File: config.mk
export PLATFORM = sky130hd
export DESIGN_NAME = matrix_multiply_top
export DESIGN_NICKNAME = d
export VERILOG_FILES = /design/src/hw/rtl/mm_pkg.sv /design/src/hw/rtl/mm_ctrl.sv /design/src/hw/rtl/mm_datapath.sv /design/src/hw/rtl/matrix_multiply_top.sv
export SDC_FILE = /design/constraint.sdc
export NUM_CORES = 2
export LEC_CHECK = 0
export BUFFER_PORTS_ARGS = -buffer_cell sky130_fd_sc_hd__buf_4
export CORE_ASPECT_RATIO = 0.8
export CORE_MARGIN = 8
export CORE_UTILIZATION = 46
export DETAILED_ROUTE_END_ITERATION = 10
export SYNTH_ARGS = -nofsm -noshare
export SYNTH_HDL_FRONTEND = slang
export SYNTH_SLANG_ARGS = --single-unit
export TNS_END_PERCENT = 30
File: constraint.sdc
create_clock -name clk_i -period 13.45 [get_ports clk_i]
set_input_delay 1.345 -clock clk_i [delete_from_list [all_inputs] [get_ports clk_i]]
set_output_delay 1.345 -clock clk_i [all_outputs]
set_load 0.005 [all_outputs]
File: src/hw/rtl/mm_pkg.sv
// ----------------------------------------------------------------------------
// Matrix multiply package
// Shared payload types, operation and register codes, and the control
// structs that pass between the controller and the datapath.
// ----------------------------------------------------------------------------
package mm_pkg;

  // Defaults for the top-level parameters.
  localparam int MAX_DIM_DEF    = 8;
  localparam int ELEM_WIDTH_DEF = 16;

  // Fixed field widths of the channels.
  localparam int OP_W      = 2;
  localparam int POS_W     = 3;
  localparam int IN_VAL_W  = 16;
  localparam int OUT_VAL_W = 32;
  localparam int CFG_W     = 4;
  localparam int CFG_IDX_W = 2;
  localparam int ACC_W     = 64;

  // Operation codes.
  localparam logic [OP_W-1:0] OP_LOAD_A  = 2'd0;
  localparam logic [OP_W-1:0] OP_LOAD_B  = 2'd1;
  localparam logic [OP_W-1:0] OP_COMPUTE = 2'd2;

  // Configuration register indexes.
  localparam logic [CFG_IDX_W-1:0] REG_A_ROWS = 2'd0;
  localparam logic [CFG_IDX_W-1:0] REG_A_COLS = 2'd1;
  localparam logic [CFG_IDX_W-1:0] REG_B_ROWS = 2'd2;
  localparam logic [CFG_IDX_W-1:0] REG_B_COLS = 2'd3;

  localparam logic [CFG_W-1:0] DIM_RESET = 4'd8;

  // Result status codes.
  localparam logic STATUS_OK  = 1'b0;
  localparam logic STATUS_ERR = 1'b1;

  typedef struct packed {
    logic [OP_W-1:0]            operation;
    logic [POS_W-1:0]           elem_row;
    logic [POS_W-1:0]           elem_col;
    logic signed [IN_VAL_W-1:0] elem_value;
  } in_item_t;

  typedef struct packed {
    logic [POS_W-1:0]            out_row;
    logic [POS_W-1:0]            out_col;
    logic signed [OUT_VAL_W-1:0] out_value;
    logic                        status;
    logic                        last;
  } out_item_t;

  typedef struct packed {
    logic             wr_a;
    logic             wr_b;
    logic             issue;
    logic             first;
    logic             last_n;
    logic             load_out;
    logic             load_err;
    logic             out_last;
    logic [POS_W-1:0] out_row;
    logic [POS_W-1:0] out_col;
  } dp_cmd_t;

  typedef struct packed {
    logic acc_done;
    logic slot_free;
  } dp_status_t;

endpackage

File: src/hw/rtl/mm_ctrl.sv
// ----------------------------------------------------------------------------
// Matrix multiply controller
// Holds the dimension registers, takes input items and walks the row,
// column and inner-dimension counters that drive the datapath.
// ----------------------------------------------------------------------------
module mm_ctrl #(
  parameter int MAX_DIM = mm_pkg::MAX_DIM_DEF
) (
  input  logic                          clk_i,
  input  logic                          rst_ni,
  input  logic                          cfg_we_i,
  input  logic [mm_pkg::CFG_IDX_W-1:0]  cfg_index_i,
  input  logic [mm_pkg::CFG_W-1:0]      cfg_data_i,
  input  logic                          in_valid_i,
  output logic                          in_stall_o,
  input  mm_pkg::in_item_t              in_data_i,
  input  mm_pkg::dp_status_t            status_i,
  output mm_pkg::dp_cmd_t               cmd_o,
  output logic [$clog2(MAX_DIM*MAX_DIM)-1:0] wr_addr_o,
  output logic [$clog2(MAX_DIM*MAX_DIM)-1:0] rd_addr_a_o,
  output logic [$clog2(MAX_DIM*MAX_DIM)-1:0] rd_addr_b_o
);

  localparam int ADDR_W = $clog2(MAX_DIM*MAX_DIM);
  localparam int CW     = mm_pkg::CFG_W;

  localparam logic [1:0] S_IDLE  = 2'd0;
  localparam logic [1:0] S_ISSUE = 2'd1;
  localparam logic [1:0] S_WAIT  = 2'd2;
  localparam logic [1:0] S_ERR   = 2'd3;

  logic [1:0]    state_q, state_d;
  logic [CW-1:0] a_rows_q, a_cols_q, b_rows_q, b_cols_q;
  logic [CW-1:0] r_q, r_d, c_q, c_d, n_q, n_d;
  logic [CW-1:0] ar, ac, br, bc;
  logic          accept, in_range, dims_bad, last_n, last_elem;

  function automatic logic [CW-1:0] clamp_dim(input logic [CW-1:0] d);
    logic [CW-1:0] res;
    res = d;
    if (32'(d) > MAX_DIM) begin
      res = CW'(MAX_DIM);
    end
    return res;
  endfunction

  assign ar = clamp_dim(a_rows_q);
  assign ac = clamp_dim(a_cols_q);
  assign br = clamp_dim(b_rows_q);
  assign bc = clamp_dim(b_cols_q);

  assign dims_bad = (ar == '0) || (ac == '0) || (br == '0) || (bc == '0) || (ac != br);

  assign in_stall_o = (state_q != S_IDLE);
  assign accept     = in_valid_i && !in_stall_o;
  assign in_range   = (32'(in_data_i.elem_row) < MAX_DIM) &&
                      (32'(in_data_i.elem_col) < MAX_DIM);

  assign last_n    = (n_q == ac - CW'(1));
  assign last_elem = (r_q == ar - CW'(1)) && (c_q == bc - CW'(1));

  assign wr_addr_o   = ADDR_W'(32'(in_data_i.elem_row) * MAX_DIM + 32'(in_data_i.elem_col));
  assign rd_addr_a_o = ADDR_W'(32'(r_q) * MAX_DIM + 32'(n_q));
  assign rd_addr_b_o = ADDR_W'(32'(n_q) * MAX_DIM + 32'(c_q));

  always_comb begin
    state_d = state_q;
    r_d     = r_q;
    c_d     = c_q;
    n_d     = n_q;
    cmd_o   = '0;
    cmd_o.out_row  = r_q[mm_pkg::POS_W-1:0];
    cmd_o.out_col  = c_q[mm_pkg::POS_W-1:0];
    cmd_o.first    = (n_q == '0);
    cmd_o.last_n   = last_n;
    cmd_o.out_last = last_elem;
    case (state_q)
      S_IDLE: begin
        if (accept) begin
          case (in_data_i.operation)
            mm_pkg::OP_LOAD_A: cmd_o.wr_a = in_range;
            mm_pkg::OP_LOAD_B: cmd_o.wr_b = in_range;
            mm_pkg::OP_COMPUTE: begin
              r_d = '0;
              c_d = '0;
              n_d = '0;
              state_d = dims_bad ? S_ERR : S_ISSUE;
            end
            default: ;
          endcase
        end
      end
      S_ISSUE: begin
        cmd_o.issue = 1'b1;
        if (last_n) begin
          n_d     = '0;
          state_d = S_WAIT;
        end else begin
          n_d = n_q + CW'(1);
        end
      end
      S_WAIT: begin
        // The finished sum moves to the output register once that slot is free.
        if (status_i.acc_done && status_i.slot_free) begin
          cmd_o.load_out = 1'b1;
          if (last_elem) begin
            state_d = S_IDLE;
          end else begin
            state_d = S_ISSUE;
            if (c_q == bc - CW'(1)) begin
              c_d = '0;
              r_d = r_q + CW'(1);
            end else begin
              c_d = c_q + CW'(1);
            end
          end
        end
      end
      S_ERR: begin
        if (status_i.slot_free) begin
          cmd_o.load_err = 1'b1;
          state_d = S_IDLE;
        end
      end
      default: state_d = S_IDLE;
    endcase
  end

  always_ff @(posedge clk_i or negedge rst_ni) begin
    if (!rst_ni) begin
      state_q  <= S_IDLE;
      r_q      <= '0;
      c_q      <= '0;
      n_q      <= '0;
      a_rows_q <= mm_pkg::DIM_RESET;
      a_cols_q <= mm_pkg::DIM_RESET;
      b_rows_q <= mm_pkg::DIM_RESET;
      b_cols_q <= mm_pkg::DIM_RESET;
    end else begin
      state_q <= state_d;
      r_q     <= r_d;
      c_q     <= c_d;
      n_q     <= n_d;
      if (cfg_we_i) begin
        case (cfg_index_i)
          mm_pkg::REG_A_ROWS: a_rows_q <= cfg_data_i;
          mm_pkg::REG_A_COLS: a_cols_q <= cfg_data_i;
          mm_pkg::REG_B_ROWS: b_rows_q <= cfg_data_i;
          mm_pkg::REG_B_COLS: b_cols_q <= cfg_data_i;
          default: ;
        endcase
      end
    end
  end

endmodule

File: src/hw/rtl/mm_datapath.sv
// ----------------------------------------------------------------------------
// Matrix multiply datapath
// Two element memories, a read / multiply / accumulate pipeline with
// 64-bit saturation, and the output register with its 32-bit clamp.
// ----------------------------------------------------------------------------
module mm_datapath #(
  parameter int MAX_DIM    = mm_pkg::MAX_DIM_DEF,
  parameter int ELEM_WIDTH = mm_pkg::ELEM_WIDTH_DEF
) (
  input  logic                                  clk_i,
  input  logic                                  rst_ni,
  input  mm_pkg::dp_cmd_t                       cmd_i,
  output mm_pkg::dp_status_t                    status_o,
  input  logic [$clog2(MAX_DIM*MAX_DIM)-1:0]    wr_addr_i,
  input  logic [$clog2(MAX_DIM*MAX_DIM)-1:0]    rd_addr_a_i,
  input  logic [$clog2(MAX_DIM*MAX_DIM)-1:0]    rd_addr_b_i,
  input  logic signed [mm_pkg::IN_VAL_W-1:0]    elem_value_i,
  output logic                                  out_valid_o,
  input  logic                                  out_stall_i,
  output mm_pkg::out_item_t                     out_data_o
);

  localparam int DEPTH  = MAX_DIM * MAX_DIM;
  localparam int PROD_W = 2 * ELEM_WIDTH;
  localparam int EXT_W  = (ELEM_WIDTH > mm_pkg::IN_VAL_W) ? ELEM_WIDTH : mm_pkg::IN_VAL_W;
  localparam int ACC_W  = mm_pkg::ACC_W;
  localparam int OV_W   = mm_pkg::OUT_VAL_W;

  logic signed [ELEM_WIDTH-1:0] a_mem [DEPTH];
  logic signed [ELEM_WIDTH-1:0] b_mem [DEPTH];

  logic [EXT_W-1:0]             raw_ext;
  logic signed [ELEM_WIDTH-1:0] wr_data;
  logic signed [ELEM_WIDTH-1:0] rd_a_q, rd_b_q;
  logic signed [PROD_W-1:0]     prod_q;
  logic signed [ACC_W-1:0]      acc_q, acc_d, prod_ext, base, sum;
  logic signed [OV_W-1:0]       sat_val;
  logic                         v1_q, f1_q, l1_q, v2_q, f2_q, l2_q, done_q;
  logic                         overflow;
  mm_pkg::out_item_t            out_q;
  logic                         out_valid_q;

  // Element cut or zero-padded to ELEM_WIDTH bits; sign is the top kept bit.
  assign raw_ext = EXT_W'({elem_value_i});
  assign wr_data = raw_ext[ELEM_WIDTH-1:0];

  always_ff @(posedge clk_i) begin
    if (cmd_i.wr_a) begin
      a_mem[wr_addr_i] <= wr_data;
    end
    if (cmd_i.wr_b) begin
      b_mem[wr_addr_i] <= wr_data;
    end
    rd_a_q <= a_mem[rd_addr_a_i];
    rd_b_q <= b_mem[rd_addr_b_i];
  end

  always_ff @(posedge clk_i) begin
    prod_q <= PROD_W'(rd_a_q) * PROD_W'(rd_b_q);
  end

  assign prod_ext = ACC_W'(prod_q);
  assign base     = f2_q ? '0 : acc_q;
  assign sum      = base + prod_ext;
  assign overflow = (base[ACC_W-1] == prod_ext[ACC_W-1]) && (sum[ACC_W-1] != base[ACC_W-1]);

  always_comb begin
    acc_d = sum;
    if (overflow) begin
      acc_d = base[ACC_W-1] ? {1'b1, {(ACC_W-1){1'b0}}} : {1'b0, {(ACC_W-1){1'b1}}};
    end
  end

  always_ff @(posedge clk_i) begin
    if (v2_q) begin
      acc_q <= acc_d;
    end
  end

  // Clamp the exact sum to the signed 32-bit range.
  always_comb begin
    sat_val = acc_q[OV_W-1:0];
    if (acc_q[ACC_W-1:OV_W-1] != {(ACC_W-OV_W+1){acc_q[ACC_W-1]}}) begin
      sat_val = acc_q[ACC_W-1] ? {1'b1, {(OV_W-1){1'b0}}} : {1'b0, {(OV_W-1){1'b1}}};
    end
  end

  always_ff @(posedge clk_i or negedge rst_ni) begin
    if (!rst_ni) begin
      v1_q   <= 1'b0;
      f1_q   <= 1'b0;
      l1_q   <= 1'b0;
      v2_q   <= 1'b0;
      f2_q   <= 1'b0;
      l2_q   <= 1'b0;
      done_q <= 1'b0;
    end else begin
      v1_q <= cmd_i.issue;
      f1_q <= cmd_i.first;
      l1_q <= cmd_i.last_n;
      v2_q <= v1_q;
      f2_q <= f1_q;
      l2_q <= l1_q;
      if (cmd_i.load_out) begin
        done_q <= 1'b0;
      end else if (v2_q && l2_q) begin
        done_q <= 1'b1;
      end
    end
  end

  assign status_o.acc_done  = done_q;
  assign status_o.slot_free = !out_valid_q || !out_stall_i;

  always_ff @(posedge clk_i) begin
    if (cmd_i.load_out) begin
      out_q.out_row   <= cmd_i.out_row;
      out_q.out_col   <= cmd_i.out_col;
      out_q.out_value <= sat_val;
      out_q.status    <= mm_pkg::STATUS_OK;
      out_q.last      <= cmd_i.out_last;
    end else if (cmd_i.load_err) begin
      out_q.out_row   <= '0;
      out_q.out_col   <= '0;
      out_q.out_value <= '0;
      out_q.status    <= mm_pkg::STATUS_ERR;
      out_q.last      <= 1'b1;
    end
  end

  always_ff @(posedge clk_i or negedge rst_ni) begin
    if (!rst_ni) begin
      out_valid_q <= 1'b0;
    end else if (cmd_i.load_out || cmd_i.load_err) begin
      out_valid_q <= 1'b1;
    end else if (!out_stall_i) begin
      out_valid_q <= 1'b0;
    end
  end

  assign out_valid_o = out_valid_q;
  assign out_data_o  = out_q;

endmodule

File: src/hw/rtl/matrix_multiply_top.sv
// Loads of A or B and unused operations are taken while idle; an empty or mismatched
// compute gives a single error result. A compute works out each product element with
// one read per inner step from each element memory, then the multiply and accumulate
// stages drain. Input is stalled for the whole compute run.
// Reset is asynchronous and active low; it sets all dimensions to 8 and empties the
// output register. Element memories are not cleared and hold no value until loaded.
// ----------------------------------------------------------------------------
// Matrix multiply top level
// Dense matrix product of two loaded Q8.8 matrices, emitted in row-major
// order as saturated Q16.16 elements.
// ----------------------------------------------------------------------------
module matrix_multiply_top #(
  parameter int MAX_DIM    = mm_pkg::MAX_DIM_DEF,
  parameter int ELEM_WIDTH = mm_pkg::ELEM_WIDTH_DEF
) (
  input  logic                         clk_i,
  input  logic                         rst_ni,
  input  logic                         cfg_we_i,
  input  logic [mm_pkg::CFG_IDX_W-1:0] cfg_index_i,
  input  logic [mm_pkg::CFG_W-1:0]     cfg_data_i,
  input  logic                         in_valid_i,
  output logic                         in_stall_o,
  input  mm_pkg::in_item_t             in_data_i,
  output logic                         out_valid_o,
  input  logic                         out_stall_i,
  output mm_pkg::out_item_t            out_data_o
);

  localparam int ADDR_W = $clog2(MAX_DIM*MAX_DIM);

  mm_pkg::dp_cmd_t    cmd;
  mm_pkg::dp_status_t status;
  logic [ADDR_W-1:0]  wr_addr, rd_addr_a, rd_addr_b;

  mm_ctrl #(
    .MAX_DIM (MAX_DIM)
  ) u_ctrl (
    .clk_i       (clk_i),
    .rst_ni      (rst_ni),
    .cfg_we_i    (cfg_we_i),
    .cfg_index_i (cfg_index_i),
    .cfg_data_i  (cfg_data_i),
    .in_valid_i  (in_valid_i),
    .in_stall_o  (in_stall_o),
    .in_data_i   (in_data_i),
    .status_i    (status),
    .cmd_o       (cmd),
    .wr_addr_o   (wr_addr),
    .rd_addr_a_o (rd_addr_a),
    .rd_addr_b_o (rd_addr_b)
  );

  mm_datapath #(
    .MAX_DIM    (MAX_DIM),
    .ELEM_WIDTH (ELEM_WIDTH)
  ) u_datapath (
    .clk_i        (clk_i),
    .rst_ni       (rst_ni),
    .cmd_i        (cmd),
    .status_o     (status),
    .wr_addr_i    (wr_addr),
    .rd_addr_a_i  (rd_addr_a),
    .rd_addr_b_i  (rd_addr_b),
    .elem_value_i (in_data_i.elem_value),
    .out_valid_o  (out_valid_o),
    .out_stall_i  (out_stall_i),
    .out_data_o   (out_data_o)
  );

`ifndef SYNTH
  // A sum is handed to the output only after its last inner step has accumulated.
  a_load_after_done: assert property (@(posedge clk_i) disable iff (!rst_ni)
    cmd.load_out |-> status.acc_done)
    else $error("product element loaded before accumulation finished");

  // A pending result is never overwritten.
  a_no_overwrite: assert property (@(posedge clk_i) disable iff (!rst_ni)
    (cmd.load_out || cmd.load_err) |-> status.slot_free)
    else $error("output register overwritten while a transfer was pending");

  // Memory writes come only from accepted load items.
  a_write_on_accept: assert property (@(posedge clk_i) disable iff (!rst_ni)
    (cmd.wr_a || cmd.wr_b) |-> (in_valid_i && !in_stall_o))
    else $error("element memory written without an accepted load");

  // Inner steps never run while an old sum still waits to be taken.
  a_issue_clean: assert property (@(posedge clk_i) disable iff (!rst_ni)
    cmd.issue |-> !status.acc_done)
    else $error("inner step issued while a finished sum was pending");
`endif

endmodule
==> results_dict.tcl <==
set metrics [dict create \
    status "completed" \
    final.setup.tns_ps 0 \
    cts-htree-levels 4 \
    yosysMostFrequentCell "edfxtp_1" \
    synth_area_sq_um 99500 \
    grt_start_max_net_pins 123 \
    cp_cell_sequence "nand2_1 > inv_1 > fa_1 > fa_1 > inv_1 > fa_1 > fa_1 > fa_1 > fa_1 > inv_1 > ha_1 > a21o_1 > a21oi_1 > o2111ai_1 > a21oi_1 > o21ai_1 > a31o_2 > a21oi_1 > xnor2_1" \
    rsz0062_at_grt "false" \
    clk_latency_ps 880 \
    synth_area_per_cell_sq_um 18.8 \
    wl_um 245000 \
    slowest_delay_ps 850 \
    routed_via_density 5.87 \
    reg2reg_from "u_datapath.rd_b_q[1]" \
    ant_nets 0 \
    cp_slowest_cell "fa_1" \
    maxCapViolations 0 \
    drive_above_1_share_pct 23.8 \
    worst_setup_path_end_kind "flip-flop" \
    hold_violations 0 \
    grt_first_pass_wirelength_um 358000 \
    critPathRequiredTime_ps 14180 \
    clk_pin_slew_ps 60 \
    cp.arrival_ps 7410 \
    synthFlopType "edfxtp_1" \
    synth_top_area_share_pct 64.9 \
    yosys-top-cells-count "edfxtp_1 (2151), mux4_2 (672), inv_1 (330)" \
    crit_path_max_fanout 16 \
    cts_inserted_buffers 213 \
    cts-resized-gates 0 \
    rows 152 \
    synth-xor-area-share_pct 1.01 \
    worst_pin_slew_ps 1370 \
    gr-usage-all-layers_pct 21.1 \
    initial_core_util_pct 46.3 \
    antenna_found_initial 23 \
    crit_type "flip-flop to flip-flop" \
    die_x_um 536 \
    gp_congestion 0.816 \
    clock_skew_ps 73.3 \
    drc 0 \
    synth_top_family_by_area "multiplexers" \
    stdcell_area_sq_um 111000 \
    vias 50200 \
    startpoint "u_datapath.rd_b_q[1]" \
    hold_class "flip-flop to flip-flop" \
    cts_hold_buf 0 \
    async_reset_ff_share_pct 1.69 \
    synth_edf_count 2151 \
    io_pins 77 \
    cts_max_path_buffers 3 \
    synth_area_leader_cell "edfxtp_1" \
    min_from "u_datapath.v1_q" \
    slew_headroom_pct 8.16 \
    fin_crit_ps 6680 \
    period_share_pct 49.7 \
    cp_top_family "adder cells" \
    wire_per_inst_um 28.6 \
    synth_compound_area_share_pct 2.82 \
    root_buffer "clkbuf_16" \
    synth-seq-cells 2254 \
    yosysWarnings 0 \
    area_delta_synth_final_pct 11.7 \
    cp_common_cell "fa_1" \
    crit_path_start_kind "flip-flop" \
    drt-initial-drc-count 5206 \
    core_sq_um 215000 \
    crit_buf_inv 3 \
    syn_inst 5292 \
    drv_slew 0 \
    placement.io_buffers 76 \
    die-area_sq_um 232000 \
    fp.dieH_um 432 \
    max_freq_mhz 150 \
    seq_area_frac_synth_pct 67.2 \
    netlist-cell-type-count 71 \
    post_cts_buffers 0 \
    finalSetupViolations 0 \
    synthTopCellsByArea "edfxtp_1 (65%), mux4_2 (15%), fa_1 (5.3%)" \
    yosys.area_share.simple_pct 3.96 \
    firstDrtPassIters 6 \
    synthAdderAreaFrac_pct 7.30 \
    fin_util_pct 51.8 \
    overflow 0 \
    grt_pass1_vias 51100 \
    finish.net_count 5968 \
    dp.final_hpwl_um 150000 \
    muxShareOfSynthArea_pct 15.4 \
    dpl-instance-area_sq_um 104000 \
    numClockSinks 2254 \
    synth_fp_nets 5749 \
    cts_tree "yes" \
]
## layout by cell type, fill, tap and decap left out, types with 55 or more instances in the layout
cell,n
clkbuf_16,214
nor2b_1,76
inv_1,329
nand2_1,221
clkinv_1,56
and2_1,132
mux4_2,672
edfxtp_1,2151
a21oi_1,115
o21ai_2,55
buf_4,255
dfxtp_1,65
xnor2_1,73
nor2_1,196
fa_1,263
ha_1,157
## flip-flops by register name, indices dropped and copies added, names as in the netlist, 2 cells and up
register / count
u_ctrl.b_cols_q: 4
u_ctrl.c_q: 4
u_datapath.out_data_o: 40
u_ctrl.a_rows_q: 4
u_ctrl.n_q: 4
u_ctrl.state_q: 2
u_datapath.a_mem: 1024
u_datapath.rd_a_q: 16
u_datapath.rd_b_q: 16
u_ctrl.r_q: 4
u_ctrl.b_rows_q: 4
u_datapath.b_mem: 1024
u_ctrl.a_cols_q: 4
u_datapath.prod_q: 32
u_datapath.acc_q: 64
## worst reg2reg max path: cells and delay by family, from the launching register on
kind | cells | cell delay, ps
compound gates | 7 | 1380
fa+ha+maj | 7 | 3730
simple gates | 1 | 210
flops | 1 | 740
xor+xnor | 1 | 150
buf+inv | 3 | 370
## layout make-up
cell class                      instances  area, sq um
Fill cell                           17000       104000
Sequential cell                      2254        66900
Multi-Input combinational cell       2452        30500
Clock buffer                          267         5660
Tap cell                             2849         3560
Timing Repair Buffer                  260         2010
Clock inverter                        130         1340
Inverter                              330         1240
Antenna cell                           10         25.0
## path summary, 6_finish.rpt
path	to	slack [ps]	cells past startpoint
setup / recovery	u_datapath.prod_q[31]	6770	19
setup reg to reg	u_datapath.prod_q[31]	6770	19
max in group asynchronous	u_ctrl.n_q[2]	12570	1
hold reg to reg	u_datapath.v2_q	350	0
hold / removal	u_datapath.v2_q	350	0
min in group asynchronous	u_ctrl.b_rows_q[2]	470	1
## through the flow
stage | hold slack, ps | std cells | setup WS (ps)
after floorplan | 331 | 5292 | 7490
after global placement | 334 | 8145 | 6910
after detailed placement | 335 | 8145 | 6790
after CTS | 349 | 8542 | 6750
after global routing | 363 | 8543 | 6340
final | 347 | 8552 | 6770
## logic make-up (layout without fill, tap and decap cells)
kind of cell | after synthesis | after routing
compound gates | 417 | 417
xor+xnor | 115 | 115
fa+ha+maj | 423 | 423
buf+inv | 586 | 987
flops | 2254 | 2254
mux | 690 | 690
other cells | 0 | 10
simple gates | 807 | 807
## metal layers
layer / wire, um / GRT usage [%]
met1: 107000 / 31.0
met2: 110000 / 31.5
met3: 21900 / 6.01
met4: 5670 / 5.15
met5: 27 / 0
Power is not shown: default switching activity piles up to over one toggle a cycle in this logic, so the estimate is an artifact.
